$ cat src/design/hab_pkg.sv
package hab_pkg;

  localparam int TempWidth  = 17;
  localparam int CountWidth = 16;
  localparam int ColorWidth = 24;
  localparam int CmdWidth   = 2;
  localparam int RegIdxWidth = 3;
  localparam int CfgDataWidth = 24;

  // command codes
  localparam logic [CmdWidth-1:0] CMD_SAMPLE = 2'd0;
  localparam logic [CmdWidth-1:0] CMD_TICK   = 2'd1;
  localparam logic [CmdWidth-1:0] CMD_TEST   = 2'd2;

  // register indexes
  localparam logic [RegIdxWidth-1:0] REG_ALARM_ENABLE   = 3'd0;
  localparam logic [RegIdxWidth-1:0] REG_HIGH_THRESHOLD = 3'd1;
  localparam logic [RegIdxWidth-1:0] REG_LOW_THRESHOLD  = 3'd2;
  localparam logic [RegIdxWidth-1:0] REG_HYSTERESIS     = 3'd3;
  localparam logic [RegIdxWidth-1:0] REG_BLINK_PERIOD   = 3'd4;
  localparam logic [RegIdxWidth-1:0] REG_TONE_FREQUENCY = 3'd5;
  localparam logic [RegIdxWidth-1:0] REG_ALARM_COLOR    = 3'd6;
  localparam logic [RegIdxWidth-1:0] REG_OUTPUT_FLAGS   = 3'd7;

  // register reset values
  localparam logic                    RST_ALARM_ENABLE   = 1'b0;
  localparam logic [TempWidth-1:0]    RST_HIGH_THRESHOLD = 17'd6400;
  localparam logic [TempWidth-1:0]    RST_LOW_THRESHOLD  = 17'd0;
  localparam logic [CountWidth-1:0]   RST_HYSTERESIS     = 16'd128;
  localparam logic [CountWidth-1:0]   RST_BLINK_PERIOD   = 16'd500;
  localparam logic [CountWidth-1:0]   RST_TONE_FREQUENCY = 16'd2000;
  localparam logic [ColorWidth-1:0]   RST_ALARM_COLOR    = 24'hFF0000;
  localparam logic [1:0]              RST_OUTPUT_FLAGS   = 2'b11;

  // status colors at the dim status level
  localparam logic [ColorWidth-1:0] COLOR_STATUS_ROI   = 24'h000008;
  localparam logic [ColorWidth-1:0] COLOR_STATUS_GREEN = 24'h000800;
  localparam logic [ColorWidth-1:0] COLOR_OFF          = 24'h000000;
  localparam logic [CountWidth-1:0] COUNT_MAX          = 16'hFFFF;

  typedef struct packed {
    logic                          alarm_enable;
    logic signed [TempWidth-1:0]   high_threshold;
    logic signed [TempWidth-1:0]   low_threshold;
    logic [CountWidth-1:0]         hysteresis;
    logic [CountWidth-1:0]         blink_period;
    logic [CountWidth-1:0]         tone_frequency;
    logic [ColorWidth-1:0]         alarm_color;
    logic                          led_enable;
    logic                          buzzer_enable;
  } cfg_t;

  typedef struct packed {
    logic [CmdWidth-1:0]         command;
    logic signed [TempWidth-1:0] temperature;
    logic                        temperature_valid;
    logic                        roi_mode;
  } item_t;

  typedef struct packed {
    logic [ColorWidth-1:0] led_rgb;
    logic [CountWidth-1:0] buzzer_hz;
    logic                  alarm_on;
    logic                  high_latched;
    logic                  low_latched;
    logic                  alarm_changed;
  } result_t;

endpackage

$ cat src/design/hysteresis_alarm_blinker.sv
// Hysteresis temperature alarm with blinking LED and buzzer drive.
//
// Input channel: in_valid_i / in_stall_o with command_i, temperature_i,
// temperature_valid_i and roi_mode_i. Commands are a temperature sample,
// a one-millisecond tick, and a sound test request.
// Output channel: out_valid_o / out_stall_i; exactly one result item per
// input item, showing LED color, buzzer frequency and latch state after it.
// Config: cfg_we_i writes cfg_wdata_i into register cfg_index_i at the
// clock edge; write only while no item is in flight.
//
// An accepted item passes the input register, one pass of compare/update
// logic and the result register. Throughput: one item per cycle while no
// stall holds the result register, set by the single state-update pass.
// When out_stall_i is high the result register holds, the input register
// takes one more item, then in_stall_o rises until the result is taken.
// Reset clears the latches, blink and test state, LED and buzzer values,
// both valid flags, and loads the register defaults.
module hysteresis_alarm_blinker (
  input  logic                               clk_i,
  input  logic                               rst_ni,
  input  logic                               in_valid_i,
  output logic                               in_stall_o,
  input  logic [hab_pkg::CmdWidth-1:0]       command_i,
  input  logic signed [hab_pkg::TempWidth-1:0] temperature_i,
  input  logic                               temperature_valid_i,
  input  logic                               roi_mode_i,
  output logic                               out_valid_o,
  input  logic                               out_stall_i,
  output logic [hab_pkg::ColorWidth-1:0]     led_rgb_o,
  output logic [hab_pkg::CountWidth-1:0]     buzzer_hz_o,
  output logic                               alarm_on_o,
  output logic                               high_latched_o,
  output logic                               low_latched_o,
  output logic                               alarm_changed_o,
  input  logic                               cfg_we_i,
  input  logic [hab_pkg::RegIdxWidth-1:0]    cfg_index_i,
  input  logic [hab_pkg::CfgDataWidth-1:0]   cfg_wdata_i
);

  hab_pkg::cfg_t    cfg;
  hab_pkg::item_t   item_q;
  hab_pkg::result_t res_d, res_q;
  logic             s1_valid_q, out_valid_q;
  logic             advance, accept;

  hab_cfg_regs u_cfg (
    .clk_i       (clk_i),
    .rst_ni      (rst_ni),
    .cfg_we_i    (cfg_we_i),
    .cfg_index_i (cfg_index_i),
    .cfg_wdata_i (cfg_wdata_i),
    .cfg_o       (cfg)
  );

  hab_core u_core (
    .clk_i     (clk_i),
    .rst_ni    (rst_ni),
    .advance_i (advance),
    .item_i    (item_q),
    .cfg_i     (cfg),
    .result_o  (res_d)
  );

  // item moves on when the result register is empty or being drained
  assign advance    = s1_valid_q && (!out_valid_q || !out_stall_i);
  assign in_stall_o = s1_valid_q && !advance;
  assign accept     = in_valid_i && !in_stall_o;

  always_ff @(posedge clk_i or negedge rst_ni) begin
    if (!rst_ni) begin
      s1_valid_q  <= 1'b0;
      out_valid_q <= 1'b0;
    end else begin
      if (accept)       s1_valid_q <= 1'b1;
      else if (advance) s1_valid_q <= 1'b0;
      if (advance)           out_valid_q <= 1'b1;
      else if (!out_stall_i) out_valid_q <= 1'b0;
    end
  end

  always_ff @(posedge clk_i) begin
    if (accept) begin
      item_q.command           <= command_i;
      item_q.temperature       <= temperature_i;
      item_q.temperature_valid <= temperature_valid_i;
      item_q.roi_mode          <= roi_mode_i;
    end
    if (advance) res_q <= res_d;
  end

  assign out_valid_o     = out_valid_q;
  assign led_rgb_o       = res_q.led_rgb;
  assign buzzer_hz_o     = res_q.buzzer_hz;
  assign alarm_on_o      = res_q.alarm_on;
  assign high_latched_o  = res_q.high_latched;
  assign low_latched_o   = res_q.low_latched;
  assign alarm_changed_o = res_q.alarm_changed;

  a_alarm_is_latch_or: assert property (@(posedge clk_i) disable iff (!rst_ni)
    out_valid_o |-> (alarm_on_o == (high_latched_o || low_latched_o)))
    else $error("alarm_on does not match latch state");

  a_stall_only_when_full: assert property (@(posedge clk_i) disable iff (!rst_ni)
    in_stall_o |-> (s1_valid_q && out_valid_q && out_stall_i))
    else $error("input stalled without a blocked result");

  a_result_from_item: assert property (@(posedge clk_i) disable iff (!rst_ni)
    (!out_valid_q ##1 out_valid_q) |-> $past(s1_valid_q))
    else $error("result appeared without an item in the input register");

  a_changed_flips_alarm: assert property (@(posedge clk_i) disable iff (!rst_ni)
    advance && res_d.alarm_changed |=> (res_q.alarm_on != $past(u_core.alarm_q)))
    else $error("alarm_changed set but alarm state kept");

endmodule

$ cat src/design/hab_cfg_regs.sv
module hab_cfg_regs (
  input  logic                                 clk_i,
  input  logic                                 rst_ni,
  input  logic                                 cfg_we_i,
  input  logic [hab_pkg::RegIdxWidth-1:0]      cfg_index_i,
  input  logic [hab_pkg::CfgDataWidth-1:0]     cfg_wdata_i,
  output hab_pkg::cfg_t                        cfg_o
);

  hab_pkg::cfg_t cfg_q;

  always_ff @(posedge clk_i or negedge rst_ni) begin
    if (!rst_ni) begin
      cfg_q.alarm_enable   <= hab_pkg::RST_ALARM_ENABLE;
      cfg_q.high_threshold <= hab_pkg::RST_HIGH_THRESHOLD;
      cfg_q.low_threshold  <= hab_pkg::RST_LOW_THRESHOLD;
      cfg_q.hysteresis     <= hab_pkg::RST_HYSTERESIS;
      cfg_q.blink_period   <= hab_pkg::RST_BLINK_PERIOD;
      cfg_q.tone_frequency <= hab_pkg::RST_TONE_FREQUENCY;
      cfg_q.alarm_color    <= hab_pkg::RST_ALARM_COLOR;
      cfg_q.led_enable     <= hab_pkg::RST_OUTPUT_FLAGS[0];
      cfg_q.buzzer_enable  <= hab_pkg::RST_OUTPUT_FLAGS[1];
    end else if (cfg_we_i) begin
      case (cfg_index_i)
        hab_pkg::REG_ALARM_ENABLE:   cfg_q.alarm_enable   <= cfg_wdata_i[0];
        hab_pkg::REG_HIGH_THRESHOLD: cfg_q.high_threshold <= cfg_wdata_i[16:0];
        hab_pkg::REG_LOW_THRESHOLD:  cfg_q.low_threshold  <= cfg_wdata_i[16:0];
        hab_pkg::REG_HYSTERESIS:     cfg_q.hysteresis     <= cfg_wdata_i[15:0];
        hab_pkg::REG_BLINK_PERIOD:   cfg_q.blink_period   <= cfg_wdata_i[15:0];
        hab_pkg::REG_TONE_FREQUENCY: cfg_q.tone_frequency <= cfg_wdata_i[15:0];
        hab_pkg::REG_ALARM_COLOR:    cfg_q.alarm_color    <= cfg_wdata_i[23:0];
        hab_pkg::REG_OUTPUT_FLAGS: begin
          cfg_q.led_enable    <= cfg_wdata_i[0];
          cfg_q.buzzer_enable <= cfg_wdata_i[1];
        end
        default: ;
      endcase
    end
  end

  assign cfg_o = cfg_q;

endmodule

$ cat src/design/hab_core.sv
module hab_core (
  input  logic             clk_i,
  input  logic             rst_ni,
  input  logic             advance_i,
  input  hab_pkg::item_t   item_i,
  input  hab_pkg::cfg_t    cfg_i,
  output hab_pkg::result_t result_o
);

  logic                              high_q, high_d;
  logic                              low_q, low_d;
  logic                              alarm_q, alarm_d;
  logic                              phase_q, phase_d;
  logic                              test_q, test_d;
  logic [hab_pkg::CountWidth-1:0]    blink_cnt_q, blink_cnt_d;
  logic [hab_pkg::CountWidth-1:0]    test_cnt_q, test_cnt_d;
  logic [hab_pkg::ColorWidth-1:0]    led_q, led_d;
  logic [hab_pkg::CountWidth-1:0]    buzz_q, buzz_d;
  logic                              changed;

  // thresholds widened so the hysteresis margin cannot wrap
  logic signed [18:0] temp_w, high_w, low_w, high_rel_w, low_rel_w;
  logic               high_eval, low_eval, active;
  logic [hab_pkg::CountWidth-1:0] blink_bump, test_bump;
  logic [hab_pkg::ColorWidth-1:0] status_color;

  always_comb begin
    temp_w     = {{2{item_i.temperature[16]}}, item_i.temperature};
    high_w     = {{2{cfg_i.high_threshold[16]}}, cfg_i.high_threshold};
    low_w      = {{2{cfg_i.low_threshold[16]}}, cfg_i.low_threshold};
    high_rel_w = high_w - $signed({3'b000, cfg_i.hysteresis});
    low_rel_w  = low_w + $signed({3'b000, cfg_i.hysteresis});

    if (!high_q && temp_w >= high_w)          high_eval = 1'b1;
    else if (high_q && temp_w <= high_rel_w)  high_eval = 1'b0;
    else                                      high_eval = high_q;

    if (low_w < high_w) begin
      if (!low_q && temp_w <= low_w)          low_eval = 1'b1;
      else if (low_q && temp_w >= low_rel_w)  low_eval = 1'b0;
      else                                    low_eval = low_q;
    end else begin
      low_eval = 1'b0;
    end
    active = high_eval | low_eval;

    blink_bump = (blink_cnt_q != hab_pkg::COUNT_MAX) ? blink_cnt_q + 16'd1 : blink_cnt_q;
    test_bump  = (test_cnt_q != hab_pkg::COUNT_MAX) ? test_cnt_q + 16'd1 : test_cnt_q;

    if (!cfg_i.led_enable)     status_color = hab_pkg::COLOR_OFF;
    else if (item_i.roi_mode)  status_color = hab_pkg::COLOR_STATUS_ROI;
    else                       status_color = hab_pkg::COLOR_STATUS_GREEN;
  end

  always_comb begin
    high_d      = high_q;
    low_d       = low_q;
    alarm_d     = alarm_q;
    phase_d     = phase_q;
    test_d      = test_q;
    blink_cnt_d = blink_cnt_q;
    test_cnt_d  = test_cnt_q;
    led_d       = led_q;
    buzz_d      = buzz_q;
    changed     = 1'b0;

    case (item_i.command)
      hab_pkg::CMD_SAMPLE: begin
        if (cfg_i.alarm_enable && item_i.temperature_valid) begin
          high_d = high_eval;
          low_d  = low_eval;
          if (active != alarm_q) begin
            changed = 1'b1;
            alarm_d = active;
            if (active) begin
              test_d      = 1'b0;
              phase_d     = 1'b1;
              blink_cnt_d = '0;
              if (cfg_i.led_enable) led_d = cfg_i.alarm_color;
              buzz_d = cfg_i.buzzer_enable ? cfg_i.tone_frequency : '0;
            end else begin
              phase_d = 1'b0;
              buzz_d  = '0;
              led_d   = status_color;
            end
          end
        end
      end
      hab_pkg::CMD_TICK: begin
        if (alarm_q) begin
          if (blink_bump < cfg_i.blink_period) begin
            blink_cnt_d = blink_bump;
          end else begin
            blink_cnt_d = '0;
            phase_d     = !phase_q;
            if (cfg_i.led_enable) led_d = !phase_q ? cfg_i.alarm_color : hab_pkg::COLOR_OFF;
            buzz_d = (!phase_q && cfg_i.buzzer_enable) ? cfg_i.tone_frequency : '0;
          end
        end else if (test_q) begin
          test_cnt_d = test_bump;
          if (test_bump >= cfg_i.blink_period) begin
            test_d = 1'b0;
            buzz_d = '0;
            led_d  = status_color;
          end
        end else begin
          buzz_d = '0;
          led_d  = status_color;
        end
      end
      hab_pkg::CMD_TEST: begin
        // ignored while the alarm runs; restarts a running test
        if (!alarm_q) begin
          test_d     = 1'b1;
          test_cnt_d = '0;
          if (cfg_i.led_enable) led_d = cfg_i.alarm_color;
          buzz_d = cfg_i.tone_frequency;
        end
      end
      default: ;
    endcase
  end

  always_ff @(posedge clk_i or negedge rst_ni) begin
    if (!rst_ni) begin
      high_q      <= 1'b0;
      low_q       <= 1'b0;
      alarm_q     <= 1'b0;
      phase_q     <= 1'b0;
      test_q      <= 1'b0;
      blink_cnt_q <= '0;
      test_cnt_q  <= '0;
      led_q       <= '0;
      buzz_q      <= '0;
    end else if (advance_i) begin
      high_q      <= high_d;
      low_q       <= low_d;
      alarm_q     <= alarm_d;
      phase_q     <= phase_d;
      test_q      <= test_d;
      blink_cnt_q <= blink_cnt_d;
      test_cnt_q  <= test_cnt_d;
      led_q       <= led_d;
      buzz_q      <= buzz_d;
    end
  end

  assign result_o.led_rgb       = led_d;
  assign result_o.buzzer_hz     = buzz_d;
  assign result_o.alarm_on      = alarm_d;
  assign result_o.high_latched  = high_d;
  assign result_o.low_latched   = low_d;
  assign result_o.alarm_changed = changed;

endmodule
$ cat config.mk
export PLATFORM = sky130hd
export DESIGN_NAME = hysteresis_alarm_blinker
export DESIGN_NICKNAME = d
export VERILOG_FILES = /design/src/design/hab_pkg.sv /design/src/design/hysteresis_alarm_blinker.sv /design/src/design/hab_cfg_regs.sv /design/src/design/hab_core.sv
export SDC_FILE = /design/constraint.sdc
export NUM_CORES = 1
export LEC_CHECK = 0
export BUFFER_PORTS_ARGS = -buffer_cell sky130_fd_sc_hd__buf_2
export CAP_MARGIN = 5
export CORE_MARGIN = 1
export CORE_UTILIZATION = 25
export CTS_CLUSTER_DIAMETER = 40
export DETAILED_ROUTE_END_ITERATION = 6
export PLACE_DENSITY = 0.4
export RECOVER_POWER = 100
export SKIP_LAST_GASP = 1
export SYNTH_ARGS = -nofsm -noshare
export SYNTH_HDL_FRONTEND = slang
export SYNTH_SLANG_ARGS = --single-unit
$ cat constraint.sdc
create_clock -name clk_i -period 12.8 [get_ports clk_i]
set_input_delay 1.28 -clock clk_i [delete_from_list [all_inputs] [get_ports clk_i]]
set_output_delay 1.28 -clock clk_i [all_outputs]
set_load 0.005 [all_outputs]
* Word-level counts from Yosys, hierarchy flattened
Index checks and enable logic that the tools add are counted.
Word-level totals: register bits 253, latch bits 0, RAM bits 0, memory bits (read-only) 0, bits of input ports 53, logic and storage cells 167, memories kept 0
Operators by class: $add $sub $neg 4, multipliers 0, div/mod/pow operators 0, magnitude comparators 7, equal/unequal tests 21, shifts and indexed selects 0, multiplexer cells 68, bitwise gates (word level) 1, reduce and logical (&&, ||, !) cells 36
Operator list (number):
- 2-to-1 mux 16 bit | 20
- 2-to-1 mux 24 bit | 12
- case mux 24 bit (3 select lines) | 1
- case mux 16 bit (2 select lines) | 2
- case mux 16 bit (3 select lines) | 1
- adder 16 x 1 -> 16 bit (second input constant) | 2
- != test 16 bit (second input constant) | 2
- 2-to-1 mux 1 bit | 29
- adder 17 x 17 -> 18 bit | 1
- greater-or-equal comparator 17 x 18 -> 1 bit | 1
- less-or-equal comparator 17 x 18 -> 1 bit | 1
- AND reduction 2 bit | 9
- subtractor 17 x 17 -> 18 bit | 1
- greater-or-equal comparator 17 bit | 1
- less-or-equal comparator 17 bit | 1
- less-than comparator 17 bit | 1
- greater-or-equal comparator 16 bit | 1
- less-than comparator 16 bit | 1
- == test 3 bit (second input constant) | 4
- 2-to-1 mux 12 bit | 1
- != test 2 x 1 -> 1 bit (second input constant) | 6
- AND reduction 6 bit | 2
- logical AND 1 bit | 9
- logical NOT 1 bit | 7
- 16 further kinds | 21

* Depth between registers and ports, before layout
Gate-level depths: netlist of run 1.
word-level depth 11, depth in mapped cells 25, depth with buffers taken out 23

* By module
From an unflattened synthesis of run 1, not the netlist that was laid out.
Second synthesis, totals: cell total of the unflattened synthesis 1598, area, all modules 16329.4 um2
By module, submodules not included:
- hab_core | times used 1, cells an instance 1285, area each 9903.2 um2, sequential area each 1926.8 um2
- hab_cfg_regs | times used 1, cells an instance 240, area each 4381.7 um2, sequential area each 2760.1 um2
- hysteresis_alarm_blinker | times used 1, cells an instance 73, area each 2044.5 um2, sequential area each 2001.9 um2

* Least setup slack after synthesis of run 1
Ideal clock, no wire load.
path kind register to register, from register u_cfg.cfg_q, in the netlist u_cfg.cfg_o[91], to register res_q, in the netlist buzzer_hz_o[10] (data pin), data arrival time 4.962 ns, path slack 7.563 ns, cell stages (with the launch flop) 25, period minus slack after synthesis 5.237 ns, path through dfrtp_1 -> inv_1 -> ha_1 -> inv_1 -> fa_1 -> a21o_1 -> a21oi_1 -> o21ai_0 -> a31o_2 -> a211oi_1 -> nor2_1 -> a21o_1 -> a21oi_1 -> xor2_1 -> ha_1 -> nand3_1 -> or3_1 -> nor4_1 -> a21oi_1 -> a32oi_4 -> a21boi_4 -> o41ai_2 -> buf_2 -> a222oi_1 -> o22ai_1
RTL lines:
- from (decl) | RTL line hab_cfg_regs.sv:10 | hab_pkg::cfg_t cfg_q;
- to (signal assigned) | RTL line hysteresis_alarm_blinker.sv:88 | if (advance) res_q <= res_d;
- to (decl) | RTL line hysteresis_alarm_blinker.sv:42 | hab_pkg::result_t res_d, res_q;

==> flow_summary_export.csv, run 1 <==
group,metric,value,unit
floorplan,initial_utilization,0.2532,
power,p_per_area,200.7,mW/mm²
place,dpl.hpwl,36440,µm
grt,grt_pass1_vias,13271,
route,first_iter_violations,720,
timing,rsz0062_at_grt,"false",
route,first_pass_iters,5,
layout,drive_gt1_frac,0.1789,
floorplan,ioPinCount,99,
worst_setup_path,crit_fanout,22,
clocking,clockRootBuffer,"clkbuf_16",
timing,fmax,0.1249,GHz
clocking,cts-resized-gates,0,
clocking,cts_buffer_depth,3,
layout,final_nets,1969,
run_status,outcome,"finished with violations",
clocking,numCtsBuffers,60,
clocking,clk_latency,0.64,ns
route,wl_per_cell,19.74,µm
logic_synthesis,ys_seq_elements,253,
layout,final_cell_mix,"162 x dfrtp_1, 153 x ha_1, 144 x nand2_1",
run_status,violations,"max-capacitance violations, max-slew violations",
grt,busiest_layer,"met2",
grt,antenna_found_initial,3,
clocking,postCtsSetupRepairBufs,0,
power,ir_drop,0.1036,mV
timing,fin_setup_tns,0,ns
clocking,path_clk_slew,0.05,ns
grt,grt_pass1_wl,81080,µm
timing,setup-violations-final,0,
logic_synthesis,syn-num-nets,1866,
layout,layout_commonest_cell,"dfrtp_1",
floorplan,core_area,0.06458,mm²
floorplan,die_area,0.06645,mm²
worst_setup_path,setup.worst_path.start_class,"register",
clocking,clkSinkCount,253,
flow_run,maxCapViolCount,9,
route,via_per_inst,4.966,
logic_synthesis,synth-edff-count,65,
layout,area_delta_synth_final,21.02,%
route,ant_nets,0,
logic_synthesis,netlist_area,0.01635,mm²
layout,multi_input_area,0.008851,mm²
floorplan,die_w,257.8,µm
grt,use_met3,0.02709,
logic_synthesis,synthFlopType,"dfrtp_1",
logic_synthesis,synth-seq-area-share,0.4090,
timing,finClkSkew,0.05594,ns
worst_setup_path,worstSetupPathType,"register to register",
floorplan,num_rows,93,
route,num_vias,13254,
logic_synthesis,ys_warn_count,0,
grt,use_met1,0.2165,
timing,final_max_slew_viol_count,381,
place,placed_cells,2552,
timing,timing.slew.headroom,-2.013,
logic_synthesis,syn_area_per_cell,9.876,µm²
route,drc,0,
hold_path,hold_path.class,"register to register",
place,port_buffers,98,
worst_setup_path,cp.arrival,8.30,ns
worst_setup_path,crit_required,13.09,ns
grt,grt_usage,0.1581,
clocking,cts_tree,"built",
timing,postLayoutSetupSlackWorst,4.791,ns
grt,grt-ovfl-total,0,
logic_synthesis,synthCells,1656,
timing,fin_crit_sh,0.6257,
place,place_congestion,0.8393,
timing,final-hold-violation-count,0,
power,leakage,8.534,nW
layout,fillers,6625,
timing,period_minus_slack,8.009,ns
floorplan,die_y,257.8,µm
worst_setup_path,crit_path_end_kind,"register",
logic_synthesis,ys_types,73,
route,drt_wl_total,52690,µm
layout,sequential_cell_area,0.006689,mm²
layout,fin_cells,2669,
grt,globalRouteMet2Util,0.2507,
clocking,holdBufCountCts,0,
place,pre_cts_ws,6.503,ns
timing,worst_pin_slew,4.520,ns
logic_synthesis,ys_async_sr_fraction,0.7431,
clocking,cts.htree.levels,2,
grt,grt_max_degree,77,
[flip-flops by register name (all words and copies together), names as in the netlist, 16 cells and up]
signal and cells:
u_cfg.cfg_o 109, led_rgb_o 24, u_core.led_q 24, item_q 21, buzzer_hz_o 16, u_core.blink_cnt_q 16
u_core.buzz_q 16, u_core.test_cnt_q 16
[cell usage after synthesis (43+ instances only)]
master    number  area [µm²]
nand3_1       43       215.2
edfxtp_1      65        1952
nand2_1      144       540.5
clkbuf_1      60       225.2
nor2_1        89       334.1
a211oi_1      51       382.9
ha_1         155        1939
mux2_2       103        1160
o21ai_0      111       555.5
dfrtp_1      162        4054
a21oi_1       92       460.4
inv_1        125       469.2
[critical path, cell delays in order (launching register included)]
cell      delay (ns)
dfrtp_1         0.38
inv_1           0.09
ha_1            0.19
inv_1           0.06
fa_1            0.40
a21o_1          0.17
a21oi_1         0.26
o21ai_0         0.17
a31o_2          0.30
a211oi_1        0.41
nor3_1          0.13
o31ai_1         0.36
a31oi_1         0.14
ha_1            0.30
nand3_1         0.10
or3_1           0.41
nor4_1          0.34
a21oi_1         0.08
a32oi_1         0.76
a21boi_0        0.77
nor2_1          0.20
a211oi_1        0.29
clkbuf_1        1.11
a211oi_1        0.23
[final cells by class]
| class | instances | area share |
|---|---|---|
| multi-input cells | 1200 | 0.4472 |
| flip-flops and latches | 253 | 0.3379 |
| clock buffers | 77 | 0.08363 |
| well taps | 855 | 0.05405 |
| repair buffers | 119 | 0.02851 |
| clock inverters | 37 | 0.02459 |
| inverters | 125 | 0.02371 |
| diodes | 3 | 0.0003793 |
[logic make-up after synthesis]
kind of cell / after synthesis / synth area share
compound gates: 470 / 0.1968
simple gates: 406 / 0.1183
flops: 253 / 0.4090
buf+inv: 203 / 0.04843
fa+ha+maj: 157 / 0.1210
mux: 119 / 0.08071
xor+xnor: 48 / 0.02571
[final timing paths]
path,depth (start not counted),to,from,slack (ns)
min in group asynchronous,1,u_core.led_q[17],rst_ni,2.25
max reg2reg,23,led_rgb_o[5],u_cfg.cfg_o[91],4.79
max in group asynchronous,2,u_cfg.cfg_o[86],rst_ni,5.07
min reg2reg,1,out_valid_o,s1_valid_q,0.50
min,1,out_valid_o,s1_valid_q,0.50
max,23,led_rgb_o[5],u_cfg.cfg_o[91],4.79
[per-layer routing]
metal,share of wire,vias to the layer above
met4,0.027,2
li1,-,6394
met1,0.48,6486
met5,0.00025,-
met2,0.45,289
met3,0.042,83
[report_power, final]
group | total [mW] | switching, mW | internal, mW
sequential | 1.13 | 0.131 | 1.00
clock | 1.60 | 0.527 | 1.07
combinational | 1.24 | 0.714 | 0.523
total | 3.97 | 1.37 | 2.60
[through the flow]
| stage | cell area [µm²] | hold WS (ns) | power (mW) | utilization |
|---|---|---|---|---|
| detailed placement | 17810 | 0.4923 | 2.402 | 0.2758 |
| floorplan | 16350 | 0.4574 | 2.012 | - |
| global route | 19790 | 0.5309 | 4.246 | 0.3064 |
| global placement | 17810 | 0.4764 | 2.378 | 0.2758 |
| finish | 19790 | 0.4990 | 3.972 | 0.3065 |
| CTS | 19950 | 0.4952 | 4.051 | 0.3089 |
No activity file was read; power rests on OpenSTA's default activity.
==> run 2, diff against run 1 <==
==> constraint.sdc (replaced) <==
create_clock -name clk_i -period 8 [get_ports clk_i]
set_input_delay 0.8 -clock clk_i [delete_from_list [all_inputs] [get_ports clk_i]]
set_output_delay 0.8 -clock clk_i [all_outputs]
set_load 0.005 [all_outputs]
==> flow_summary_export.csv, run 2 (synthesis results as in run 1) <==
group,metric,value,unit
run_status,outcome,"finished with violations",
run_status,violations,"design-rule violations, max-capacitance violations, max-slew violations",
timing,timing.slew.headroom,-1.979,
floorplan,core_area,0.06458,mm²
place,place_congestion,0.8524,
power,ir_drop,0.1758,mV
floorplan,die_y,257.8,µm
timing,rsz0062_at_grt,"false",
flow_run,maxCapViolCount,8,
place,pre_cts_ws,1.560,ns
clocking,clockRootBuffer,"clkbuf_16",
route,drc,6,
clocking,cts.htree.levels,2,
floorplan,initial_utilization,0.2532,
hold_path,hold_path.class,"input pin to register",
floorplan,ioPinCount,99,
grt,grt_pass1_wl,81650,µm
layout,largest_reg_flops,109,
route,ant_nets,0,
timing,fmax,0.1450,GHz
timing,final-hold-violation-count,0,
timing,holdWs,0.3617,ns
timing,fin_setup_tns,0,ns
layout,final_area,0.01986,mm²
timing,fin_crit_sh,0.8618,
layout,sequential_cell_area,0.006689,mm²
worst_setup_path,crit_required,8.28,ns
timing,worst_pin_slew,4.468,ns
route,num_vias,13320,
place,dpl.hpwl,36710,µm
worst_setup_path,worstSetupPathType,"register to register",
place,placed_cells,2552,
layout,final_core_util,0.3075,
clocking,cts_tree,"built",
clocking,cts-resized-gates,0,
grt,grt-ovfl-total,0,
floorplan,die_w,257.8,µm
grt,grt_max_degree,77,
layout,fin_cells,2668,
layout,drive_gt1_frac,0.1870,
clocking,clk_latency,0.61,ns
timing,setup-violations-final,0,
layout,fillers,6665,
layout,layout_commonest_cell,"dfrtp_1",
power,leakage,8.586,nW
route,first_iter_violations,761,
timing,final_max_slew_viol_count,363,
worst_setup_path,setup.worst_path.start_class,"register",
worst_setup_path,cp.arrival,7.18,ns
route,wl_per_cell,19.69,µm
layout,diodes,0,
clocking,path_clk_slew,0.05,ns
floorplan,die_area,0.06645,mm²
grt,antenna_found_initial,6,
place,port_buffers,98,
layout,area_delta_synth_final,21.44,%
floorplan,num_rows,93,
power,p_per_area,325.5,mW/mm²
clocking,numCtsBuffers,61,
layout,final_nets,1970,
route,drt_wl_total,52530,µm
grt,grt_usage,0.1588,
place,dpl_cell_area,0.01781,mm²
layout,multi_input_area,0.008857,mm²
route,first_pass_iters,7,
route,via_per_inst,4.993,
timing,postLayoutSetupSlackWorst,1.105,ns
clocking,cts_buffer_depth,3,
clocking,postCtsSetupRepairBufs,0,
timing,period_minus_slack,6.895,ns
clocking,clkSinkCount,253,
power,total_power,6.465,mW
timing,finClkSkew,0.02655,ns
layout,final_cell_mix,"162 x dfrtp_1, 153 x ha_1, 144 x nand2_1",
grt,grt_pass1_vias,13464,
worst_setup_path,crit_path_end_kind,"register",
worst_setup_path,crit_fanout,16,
clocking,holdBufCountCts,0,
==> run 2: cell count changes in the layout (fill, tap and decap cells not counted), moves of 2 or more <==
cell | before | now
clkinvlp_4 | 9 | 11
inv_6 | 0 | 5
clkinv_16 | 2 | 0
buf_2 | 67 | 72
clkinv_2 | 8 | 6
clkbuf_1 | 51 | 39
clkbuf_2 | 0 | 3
bufinv_16 | 8 | 10
diode_2 | 3 | 0
clkinv_1 | 5 | 3
clkbuf_16 | 60 | 64
clkbuf_8 | 9 | 1
clkinv_4 | 5 | 11
==> run 2: area by class of cell <==
class | instances | share of cell area
Clock buffer | 70 | 0.08227
Multi-Input combinational cell | 1200 | 0.4460
Tap cell | 855 | 0.05386
Sequential cell | 253 | 0.3368
Clock inverter | 46 | 0.02841
Timing Repair Buffer | 119 | 0.02910
Inverter | 125 | 0.02362
==> run 2: worst paths after layout <==
kind	startpoint	endpoint	slack, ns	cells past startpoint
max in group asynchronous	rst_ni	u_cfg.cfg_o[45]	1.84	2
setup / recovery	u_cfg.cfg_o[91]	buzzer_hz_o[15]	1.11	23
setup reg to reg	u_cfg.cfg_o[91]	buzzer_hz_o[15]	1.11	23
min in group asynchronous	rst_ni	u_core.led_q[18]	1.78	1
hold reg to reg	s1_valid_q	out_valid_o	0.49	1
hold / removal	temperature_i[10]	item_q[12]	0.36	1
==> run 2: where the power goes <==
part	internal, mW	total, mW	switching (mW)
registers	1.60	1.81	0.209
clock network	1.79	2.65	0.864
logic	0.844	2.00	1.15
total	4.24	6.46	2.23
==> run 2: worst max-delay path, stage by stage, from the launching register on <==
cell      delay, ns
dfrtp_1        0.38
inv_1          0.11
ha_1           0.19
inv_1          0.06
fa_1           0.40
a21o_1         0.18
a21oi_1        0.22
o21ai_0        0.14
a31o_2         0.28
a211oi_1       0.41
nor3_1         0.13
o31ai_1        0.34
a31oi_1        0.14
ha_1           0.30
nand3_1        0.09
or3_1          0.40
nor4_1         0.34
a21oi_1        0.08
a32oi_1        0.68
a21boi_4       0.41
o41ai_1        0.11
clkbuf_1       0.47
a222oi_1       0.53
o22ai_1        0.19
==> run 2: per-layer routing <==
metal	vias to the layer above	wire [µm]	track usage
met5	-	11	0
met4	2	1177	0.05079
met3	76	2463	0.02444
met2	325	23370	0.2484
met1	6534	25510	0.2232
li1	6383	-	-
